### config.mk
export PLATFORM = sky130hd
export DESIGN_NAME = hex_record_deframer_flash_writer_core
export DESIGN_NICKNAME = d
export VERILOG_FILES = /design/src/rtl/core/hrdfw_pkg.sv /design/src/rtl/core/hex_record_deframer_flash_writer_core.sv
export SDC_FILE = /design/constraint.sdc
export NUM_CORES = 1
export LEC_CHECK = 0
export BUFFER_PORTS_ARGS = -buffer_cell sky130_fd_sc_hd__clkbuf_2
export CORE_MARGIN = 1
export CORE_UTILIZATION = 55
export CTS_CLUSTER_SIZE = 14
export DETAILED_ROUTE_END_ITERATION = 7
export PLACE_DENSITY = 0.78
export SLEW_MARGIN = 20
export SYNTH_ARGS = -nofsm -noshare
export SYNTH_HDL_FRONTEND = slang
export SYNTH_SLANG_ARGS = --single-unit
### constraint.sdc
create_clock -name aclk -period 7.3 [get_ports aclk]
set_input_delay 0.365 -clock aclk [delete_from_list [all_inputs] [get_ports aclk]]
set_output_delay 0.365 -clock aclk [all_outputs]
set_load 0.005 [all_outputs]
### src/rtl/core/hrdfw_pkg.sv
// Shared constants and types for the hex record deframer and flash writer.
package hrdfw_pkg;

    localparam int MAX_DATA_BYTES = 64;
    localparam int STORE_DEPTH    = MAX_DATA_BYTES + 5;
    localparam int IDX_W          = $clog2(STORE_DEPTH + 1);
    localparam int OUT_BITS       = 52;
    localparam int OUT_W          = ((OUT_BITS + 7) / 8) * 8;

    typedef logic [7:0]       byte_t;
    typedef logic [IDX_W-1:0] idx_t;

    localparam byte_t CH_STX = 8'h02;
    localparam byte_t CH_ETX = 8'h03;
    localparam byte_t CH_DLE = 8'h10;
    localparam byte_t PAD_BYTE = 8'hFF;

    localparam byte_t REC_TYPE_DATA   = 8'h00;
    localparam byte_t REC_TYPE_END    = 8'h01;
    localparam byte_t REC_TYPE_LINEAR = 8'h04;

    localparam logic [1:0] PH_IDLE       = 2'd0;
    localparam logic [1:0] PH_PROCESSING = 2'd1;
    localparam logic [1:0] PH_PROCESSED  = 2'd2;
    localparam logic [1:0] PH_CORRUPT    = 2'd3;

    localparam logic [1:0] RESP_NONE = 2'd0;
    localparam logic [1:0] RESP_ACK  = 2'd1;
    localparam logic [1:0] RESP_CSUM = 2'd2;

endpackage

### src/rtl/core/hex_record_deframer_flash_writer_core.sv
// Top level: byte deframer, record store and halfword write sequencer.
// A non-ETX byte is absorbed when accepted. An ETX enters an evaluation state; each
// halfword write of a good data record takes two reads of the record store's single read
// port, a packing state and the output handshake, followed by the response.
// Throughput: one item at a time; s_tready is low while an ETX burst is being sent.
// Reset (aresetn low, synchronous) clears phase, escape, fill count, checksum, upper
// address and linear mode; the store is gated by the fill count, so no clearing pass.
module hex_record_deframer_flash_writer_core
    import hrdfw_pkg::*;
(
    input  logic             aclk,
    input  logic             aresetn,
    input  logic             s_tvalid,
    output logic             s_tready,
    input  logic [7:0]       s_tdata,   // [7:0] rx_byte
    output logic             m_tvalid,
    input  logic             m_tready,
    output logic [OUT_W-1:0] m_tdata,   // [0] is_write, [32:1] flash_address,
                                        // [48:33] halfword, [50:49] response,
                                        // [51] end_of_file, rest zero
    output logic             m_tlast
);

    localparam logic [2:0] S_IDLE  = 3'd0;
    localparam logic [2:0] S_EVAL  = 3'd1;
    localparam logic [2:0] S_RD_LO = 3'd2;
    localparam logic [2:0] S_RD_HI = 3'd3;
    localparam logic [2:0] S_PACK  = 3'd4;
    localparam logic [2:0] S_EMIT  = 3'd5;

    localparam idx_t DATA_BASE = idx_t'(4);
    localparam idx_t MAX_LEN   = idx_t'(MAX_DATA_BYTES);

    logic [2:0]  state_reg, state_next;
    logic [1:0]  phase_reg, phase_next;
    logic        esc_reg, esc_next;
    idx_t        count_reg, count_next;
    byte_t       sum_reg, sum_next;
    logic [15:0] upper_reg, upper_next;
    logic        linear_reg, linear_next;

    byte_t       hdr_reg [0:5];
    byte_t       store_mem [0:STORE_DEPTH-1];
    byte_t       rd_data_reg;
    idx_t        rd_addr;
    logic        mem_we;

    idx_t        lo_idx_reg, lo_idx_next;
    logic [31:0] addr_reg, addr_next;
    byte_t       lo_byte_reg, lo_byte_next;

    logic        o_wr_reg, o_wr_next;
    logic [31:0] o_addr_reg, o_addr_next;
    logic [15:0] o_hw_reg, o_hw_next;
    logic [1:0]  o_resp_reg, o_resp_next;
    logic        o_eof_reg, o_eof_next;
    logic        o_last_reg, o_last_next;

    byte_t       h0, h1, h2, h3, h4, h5;
    idx_t        len_eff, end_idx;
    idx_t        hi_idx, lo_idx_step;
    logic [31:0] base_addr;

    // Entries at or past the fill count read as zero.
    assign h0 = (count_reg > idx_t'(0)) ? hdr_reg[0] : 8'h00;
    assign h1 = (count_reg > idx_t'(1)) ? hdr_reg[1] : 8'h00;
    assign h2 = (count_reg > idx_t'(2)) ? hdr_reg[2] : 8'h00;
    assign h3 = (count_reg > idx_t'(3)) ? hdr_reg[3] : 8'h00;
    assign h4 = (count_reg > idx_t'(4)) ? hdr_reg[4] : 8'h00;
    assign h5 = (count_reg > idx_t'(5)) ? hdr_reg[5] : 8'h00;

    assign len_eff     = (h0 > byte_t'(MAX_DATA_BYTES)) ? MAX_LEN : idx_t'(h0);
    assign end_idx     = DATA_BASE + len_eff;
    assign hi_idx      = lo_idx_reg + idx_t'(1);
    assign lo_idx_step = lo_idx_reg + idx_t'(2);
    assign base_addr   = {(linear_reg ? upper_reg : 16'h0000), h1, h2};

    // Substitute the pad byte for an odd length, zero past the fill count.
    function automatic byte_t fix_byte(input idx_t idx, input byte_t raw,
                                       input idx_t cnt, input idx_t len, input idx_t pad);
        byte_t res;
        if (len[0] && idx == pad) begin
            res = PAD_BYTE;
        end else if (idx < cnt) begin
            res = raw;
        end else begin
            res = 8'h00;
        end
        return res;
    endfunction

    always_comb begin
        state_next   = state_reg;
        phase_next   = phase_reg;
        esc_next     = esc_reg;
        count_next   = count_reg;
        sum_next     = sum_reg;
        upper_next   = upper_reg;
        linear_next  = linear_reg;
        lo_idx_next  = lo_idx_reg;
        addr_next    = addr_reg;
        lo_byte_next = lo_byte_reg;
        o_wr_next    = o_wr_reg;
        o_addr_next  = o_addr_reg;
        o_hw_next    = o_hw_reg;
        o_resp_next  = o_resp_reg;
        o_eof_next   = o_eof_reg;
        o_last_next  = o_last_reg;
        mem_we       = 1'b0;
        rd_addr      = lo_idx_reg;

        case (state_reg)
            S_IDLE: begin
                if (s_tvalid) begin
                    if (s_tdata == CH_STX && !esc_reg) begin
                        phase_next = PH_PROCESSING;
                    end else if (s_tdata == CH_ETX && !esc_reg) begin
                        phase_next = PH_PROCESSED;
                        esc_next   = 1'b0;
                        state_next = S_EVAL;
                    end else if (phase_reg == PH_PROCESSING) begin
                        if (s_tdata == CH_DLE && !esc_reg) begin
                            esc_next = 1'b1;
                        end else begin
                            esc_next = 1'b0;
                            if (count_reg < idx_t'(STORE_DEPTH)) begin
                                mem_we     = 1'b1;
                                count_next = count_reg + idx_t'(1);
                                sum_next   = sum_reg + s_tdata;
                            end else begin
                                phase_next = PH_CORRUPT;
                            end
                        end
                    end
                end
            end
            S_EVAL: begin
                o_wr_next   = 1'b0;
                o_addr_next = 32'h0;
                o_hw_next   = 16'h0;
                o_eof_next  = 1'b0;
                o_last_next = 1'b1;
                if (sum_reg != 8'h00) begin
                    o_resp_next = RESP_CSUM;
                    state_next  = S_EMIT;
                end else if (h3 == REC_TYPE_DATA && len_eff != idx_t'(0)) begin
                    lo_idx_next = DATA_BASE;
                    addr_next   = base_addr;
                    state_next  = S_RD_LO;
                end else begin
                    if (h3 == REC_TYPE_LINEAR) begin
                        linear_next = 1'b1;
                        upper_next  = {h4, h5};
                    end
                    o_resp_next = RESP_ACK;
                    o_eof_next  = (h3 == REC_TYPE_END);
                    state_next  = S_EMIT;
                end
            end
            S_RD_LO: begin
                rd_addr    = lo_idx_reg;
                state_next = S_RD_HI;
            end
            S_RD_HI: begin
                rd_addr      = hi_idx;
                lo_byte_next = fix_byte(lo_idx_reg, rd_data_reg, count_reg, len_eff, end_idx);
                state_next   = S_PACK;
            end
            S_PACK: begin
                o_wr_next   = 1'b1;
                o_addr_next = addr_reg;
                o_hw_next   = {fix_byte(hi_idx, rd_data_reg, count_reg, len_eff, end_idx),
                               lo_byte_reg};
                o_resp_next = RESP_NONE;
                o_eof_next  = 1'b0;
                o_last_next = 1'b0;
                state_next  = S_EMIT;
            end
            S_EMIT: begin
                if (m_tready) begin
                    if (o_last_reg) begin
                        // Record done: drop the store contents and checksum.
                        count_next = '0;
                        sum_next   = 8'h00;
                        state_next = S_IDLE;
                    end else if (lo_idx_step < end_idx) begin
                        lo_idx_next = lo_idx_step;
                        addr_next   = addr_reg + 32'd2;
                        state_next  = S_RD_LO;
                    end else begin
                        o_wr_next   = 1'b0;
                        o_addr_next = 32'h0;
                        o_hw_next   = 16'h0;
                        o_resp_next = RESP_ACK;
                        o_eof_next  = 1'b0;
                        o_last_next = 1'b1;
                    end
                end
            end
            default: begin
                state_next = S_IDLE;
            end
        endcase
    end

    always_ff @(posedge aclk) begin
        if (!aresetn) begin
            state_reg  <= S_IDLE;
            phase_reg  <= PH_IDLE;
            esc_reg    <= 1'b0;
            count_reg  <= '0;
            sum_reg    <= 8'h00;
            upper_reg  <= 16'h0000;
            linear_reg <= 1'b0;
        end else begin
            state_reg  <= state_next;
            phase_reg  <= phase_next;
            esc_reg    <= esc_next;
            count_reg  <= count_next;
            sum_reg    <= sum_next;
            upper_reg  <= upper_next;
            linear_reg <= linear_next;
        end
    end

    always_ff @(posedge aclk) begin
        lo_idx_reg  <= lo_idx_next;
        addr_reg    <= addr_next;
        lo_byte_reg <= lo_byte_next;
        o_wr_reg    <= o_wr_next;
        o_addr_reg  <= o_addr_next;
        o_hw_reg    <= o_hw_next;
        o_resp_reg  <= o_resp_next;
        o_eof_reg   <= o_eof_next;
        o_last_reg  <= o_last_next;
        if (mem_we && count_reg < idx_t'(6)) begin
            hdr_reg[count_reg[2:0]] <= s_tdata;
        end
    end

    // Record store: one write port, one registered read port.
    always_ff @(posedge aclk) begin
        if (mem_we) begin
            store_mem[count_reg] <= s_tdata;
        end
        rd_data_reg <= store_mem[rd_addr];
    end

    assign s_tready = (state_reg == S_IDLE);
    assign m_tvalid = (state_reg == S_EMIT);
    assign m_tlast  = o_last_reg;
    assign m_tdata  = {{(OUT_W - OUT_BITS){1'b0}}, o_eof_reg, o_resp_reg, o_hw_reg,
                       o_addr_reg, o_wr_reg};

    a_no_overlap: assert property (@(posedge aclk) disable iff (!aresetn)
        !(s_tready && m_tvalid))
        else $error("input accepted while a result is pending");

    a_last_is_resp: assert property (@(posedge aclk) disable iff (!aresetn)
        m_tvalid |-> (m_tlast == (o_resp_reg != RESP_NONE)) && (m_tlast != o_wr_reg))
        else $error("last flag does not match response");

    a_count_bound: assert property (@(posedge aclk) disable iff (!aresetn)
        count_reg <= idx_t'(STORE_DEPTH))
        else $error("fill count past store depth");

    a_esc_phase: assert property (@(posedge aclk) disable iff (!aresetn)
        esc_reg |-> (phase_reg == PH_PROCESSING))
        else $error("escape pending outside a record");

    a_flush: assert property (@(posedge aclk) disable iff (!aresetn)
        (m_tvalid && m_tready && m_tlast) |=> (count_reg == '0 && s_tready))
        else $error("record not cleared after response");

endmodule
# After elaboration in Yosys (flattened, before gate mapping)
# Memory sizes are Yosys's and may differ from the RTL's. A register that Yosys moved wholly into a read port is not among the register bits.
# Index checks and enable logic that the tools add are counted.
word_totals:
  romBits: 0
  wordCells: 191
  output_inout_bits: 59
  ramBits: 600
  memories: 2
  reg_bits: 138
  latch_bits: 0
  in_bits: 12
classes:
  n_mul: 0
  eq_ne: 31
  mux: 95
  addsub: 6
  div_mod_pow: 0
  n_reduce_logical: 26
  n_bitwise: 3
  n_lt_le_gt_ge: 12
  n_shift: 0
memory_table:
  columns: ["name", "words", "word_bits", "rd", "rd_ports_with_merged_regs", "write_ports", "line", "text"]
  rows:
  - ["store_mem", 69, 8, 1, 1, 1, "hex_record_deframer_flash_writer_core.sv:43", "byte_t store_mem [0:STORE_DEPTH-1];"]
  - ["hdr_reg", 6, 8, 6, 0, 1, "hex_record_deframer_flash_writer_core.sv:42", "byte_t hdr_reg [0:5];"]
op_table:
  columns: ["op", "count"]
  rows:
  - ["$mux W32", 8]
  - ["$mux W8", 17]
  - ["$mux W7", 15]
  - ["$pmux W32 S3", 1]
  - ["$mux W16", 4]
  - ["$pmux W32 S2", 1]
  - ["$pmux W16 S3", 1]
  - ["$add A32 B2 Y32 const B", 1]
  - ["$pmux W7 S2", 2]
  - ["$mux W3", 8]
  - ["$mux W1", 22]
  - ["$lt A7 B7 Y1", 3]
  - ["$mux W2", 10]
  - ["$pmux W3 S6", 1]
  - ["$eq A8 B2 Y1 const B", 2]
  - ["$ne A2 B2 Y1 const B", 8]
  - ["$pmux W8 S2", 1]
  - ["$reduce_and A5 Y1", 3]
  - ["$add A7 B1 Y7 const B", 2]
  - ["$eq A7 B7 Y1", 2]
  - ["$gt A7 B1 Y1 const B", 2]
  - ["$gt A7 B2 Y1 const B", 2]
  - ["$gt A7 B3 Y1 const B", 2]
  - ["$ne A2 B1 Y1 const B", 6]
  - ["30 further kinds", 49]

# Depth between registers and ports, before layout
logic_depth:
  depth_word: 11
  mapped_depth: 16
  ltp_nobuf: 15

# Worst setup path after synthesis
# No wires, ideal clock.
synth_path:
  kind: "register to register"
  start: "reg count_reg[0]"
  end: "reg o_addr_reg[0] (enable)"
  required_time_ps: 6767
  arrival_ps: 6846
  period_less_slack_ps: 7379
  n_path_buf: 1
  slack_ps: -79
  setup_time_ps: 533
  stages_incl_launch_ff: 17
  path_cell_list: "dfxtp_1 clkbuf_1 inv_1 ha_1 nor2b_1 a21oi_1 and3_1 ha_1 and3_1 o21ai_0 ha_1 and4_1 o211ai_1 a31oi_1 o21bai_1 o21a_1 a211oi_1"
synth_via:
  elab_chain_cells: 8
synth_lines:
  columns: ["element", "line", "text"]
  rows:
  - ["start: declaration", "hex_record_deframer_flash_writer_core.sv:37", "idx_t count_reg, count_next;"]
  - ["start signal: assignment", "hex_record_deframer_flash_writer_core.sv:219", "count_reg <= count_next;"]
  - ["$gt A7 B1 Y1 (*)", "hex_record_deframer_flash_writer_core.sv:65", "assign h0 = (count_reg > idx_t'(0)) ? hdr_reg[0] : 8'h00;"]
  - ["$mux W8 (*)", "hex_record_deframer_flash_writer_core.sv:65", null]
  - ["$gt A8 B7 Y1", "hex_record_deframer_flash_writer_core.sv:72", "assign len_eff = (h0 > byte_t'(MAX_DATA_BYTES)) ? MAX_LEN : idx_t'(h0);"]
  - ["$mux W7 (*)", "hex_record_deframer_flash_writer_core.sv:72", null]
  - ["$add A3 B7 Y7 (*)", "hex_record_deframer_flash_writer_core.sv:73", "assign end_idx = DATA_BASE + len_eff;"]
  - ["$lt A7 B7 Y1 (*)", "hex_record_deframer_flash_writer_core.sv:186", "end else if (lo_idx_step < end_idx) begin"]
  - ["$ne A2 B2 Y1 (no source line) (*)", null, null]
  - ["$reduce_and A4 Y1 (no source line) (*)", null, null]
  - ["end signal: assignment", "hex_record_deframer_flash_writer_core.sv:231", "o_addr_reg <= o_addr_next;"]
  - ["end: declaration", "hex_record_deframer_flash_writer_core.sv:53", "logic [31:0] o_addr_reg, o_addr_next;"]
# Mark *: on every way between the ends. The rest lies on a longest branch, timed or not.
# A chain may end at the register's enable or synchronous reset.

# Worst setup path after layout
layout_path:
  start: "reg lo_idx_reg[2]"
  end: "reg addr_reg[31] (enable)"
layout_via:
  elab_chain_cells: 4
layout_lines:
  columns: ["element", "line", "text"]
  rows:
  - ["start: declaration", "hex_record_deframer_flash_writer_core.sv:48", "idx_t lo_idx_reg, lo_idx_next;"]
  - ["start signal: assignment", "hex_record_deframer_flash_writer_core.sv:227", "lo_idx_reg <= lo_idx_next;"]
  - ["$add A7 B2 Y7", "hex_record_deframer_flash_writer_core.sv:75", "assign lo_idx_step = lo_idx_reg + idx_t'(2);"]
  - ["named net lo_idx_step[6]", "hex_record_deframer_flash_writer_core.sv:61", "idx_t hi_idx, lo_idx_step;"]
  - ["$lt A7 B7 Y1", "hex_record_deframer_flash_writer_core.sv:186", null]
  - ["$ne A2 B1 Y1 (no source line)", null, null]
  - ["$reduce_and A6 Y1 (no source line)", null, null]
  - ["end signal: assignment", "hex_record_deframer_flash_writer_core.sv:228", "addr_reg <= addr_next;"]
  - ["end: declaration", "hex_record_deframer_flash_writer_core.sv:49", "logic [31:0] addr_reg, addr_next;"]
# The timed path passes the listed nets, and every way through them passes these cells.

==> metrics.cfg <==
[status]
status=finished, final reports clean

[synth]
synth_top_cells_by_area=edfxtp_1 (69%), mux2i_1 (4.3%), dfxtp_1 (3.0%), mux4_2 (2.9%), mux2_2 (1.8%)
async_flop_share_pct=0
ys_seq_area_share_pct=71.6
yosys.area.top_type=edfxtp_1
synth_ff_type=edfxtp_1
yosys_warnings=0
yosysMostFrequentCell=edfxtp_1
ys_types=67
syn_area_per_cell_sq_um=15.5
ys_ff_latch=745
syn_area_sq_um=30600
synth_top_cell_area_share_pct=68.6
synth_edf_count=699
synth_cells=1976
synth_common_cells=edfxtp_1 (699), nand2_1 (140), mux2i_1 (133)

[clocking]
clockBufferDepth=3
cts_made_buffers=71
cts_resized=0
cts_sinks=745
hold_buffers=0
root_buffer=clkbuf_16
cts_tree=yes
cts_setup_buffers=0
clkSlewWorstSetupHoldPaths_ns=0.06
clk_latency_ns=0.61
cts_htree_levels=3

[timing]
worst_slack_ns=2.18
hold_viol=0
fin_crit_sh_pct=70.2
timing.fmax_ghz=0.195
slew_headroom_pct=13.4
timing.hold.ws_ns=0.156
worst_pin_slew_ns=1.30
setup_tns_ns=0
rsz0062_at_grt=false
fin_skew_ns=0.0262
layout_min_cycle_time_ns=5.12
slew_viol_final=0
setup_viol=0

[critical_path]
cpMaxStageDelayCell=nor2_1
rr_startpoint=lo_idx_reg[2]
crit_start=lo_idx_reg[2]
cp_max_fo=37
cp.arrival_ns=5.35
path_class=flop to flop
cp_top_family=simple AND/OR/NAND/NOR gates
critPathBufInv=1
crit_required_ns=7.53
crit_chain=inv_1 -> nor2_1 -> nand4_1 -> xnor2_1 -> ha_1 -> and4_1 -> a221o_1 -> nor3_1 -> a31oi_1 -> nor2_4
cp-start-kind=flop
cp-end-kind=flop
cp_slowest_stage_delay_ns=0.95

[floorplanning]
fp.coreArea_sq_um=55000
start_util_pct=55.7
die-width_microns=238
chipHeight_microns=238
io-pin-count=71
die_area_sq_um=56600
num_rows=86

[job]
maxCapViolCount=0

[grt]
overflow=0
first_global_vias=16900
grt_start_max_net_pins=185
met2_usage_pct=38.7
track_usage_pct=24.0
grt_antenna_before_repair=1
busiest_layer=met2
grt_pass1_wl_microns=101000
met3_usage_pct=4.66
use_met1_pct=32.2

[drt]
dr.pass1.iters=6
avgRoutedWirePerCell_microns=23.7
vias_per_cell=6.15
drt_wl_total_microns=67600
drtAntennaViolNets=0
drt_iter0_drc=1645
drc=0
num_vias=17500

[place]
dp.cells=2713
gp_congestion=0.912
dp_slack_ns=2.31
dp_hpwl_microns=41600
numPortBuffers=66

[power]
ir_worst_vdd_v=0.000161
p_leak_nw=10.8
pwr_density_cell_nw_per_um2=250

[cells_and_area]
largest_reg_flops=552
final_util_pct=61.6
area_delta_synth_final_pct=10.6
nNetsFinal=2077
stdcell_count=2845
drive_gt1_share_pct=14.0

[worst_hold_path]
hold_path.class=input port to flop
worstHoldStart=aresetn

final timing paths:
kind         depth (start not counted)  slack (ns)            to
min                                  2        0.16  phase_reg[1]
min reg2reg                          2        0.45  upper_reg[7]
max                                 10        2.18  addr_reg[31]
max reg2reg                         10        2.18  addr_reg[31]
cell families (layout without fill, tap and decap cells):
family	count (synthesis)	in the layout	synth area share, %
adders and majority gates	27	27	1.13
and+or+nand+nor	512	512	8.20
buffers and inverters	134	251	1.98
other	1	5	0.0123
muxes	221	221	9.06
DFF	745	745	71.6
AOI/OAI and AO/OA	289	289	6.68
xor gates and xnor gates	47	47	1.35
layout by cell type (no fill, tap or decap), types with 51 or more instances in the layout:
master and n:
clkbuf_2 60, edfxtp_1 699, nand3_1 57, and2_1 51, mux2i_1 133, clkbuf_16 75
a211oi_1 55, nand2_1 140, a21oi_1 53, nor2_1 128
power by group:
group	switching [mW]	internal, mW	total (mW)
sequential	0.0171	4.72	4.74
clock	1.52	2.00	3.51
combinational	0.147	0.0525	0.200
total	1.68	6.77	8.45
metal layers:
layer | wire, microns | vias to the layer above
li1 | - | 7782
met1 | 27000 | 8722
met2 | 32500 | 841
met3 | 5770 | 138
met4 | 2240 | 2
met5 | 13 | -
metrics by stage:
stage / total power [mW] / instance area, sq um
6_report: 8.45 / 33900
5_1_grt: 8.66 / 33900
4_1_cts: 8.49 / 33900
3_5_place_dp: 5.03 / 31600
3_3_place_gp: 5.02 / 31600
2_1_floorplan: 4.89 / 30600
area by class of cell:
type | count | area (sq um)
antenna | 1 | 2.50
clock buffer | 96 | 1960
clock inverter | 35 | 256
fill | 3882 | 21100
inverter | 28 | 105
multi-input combinational | 1100 | 8140
sequential | 745 | 21900
tap | 748 | 936
timing repair buffer | 92 | 551
Note: power is estimated with default switching activity, not from simulation.
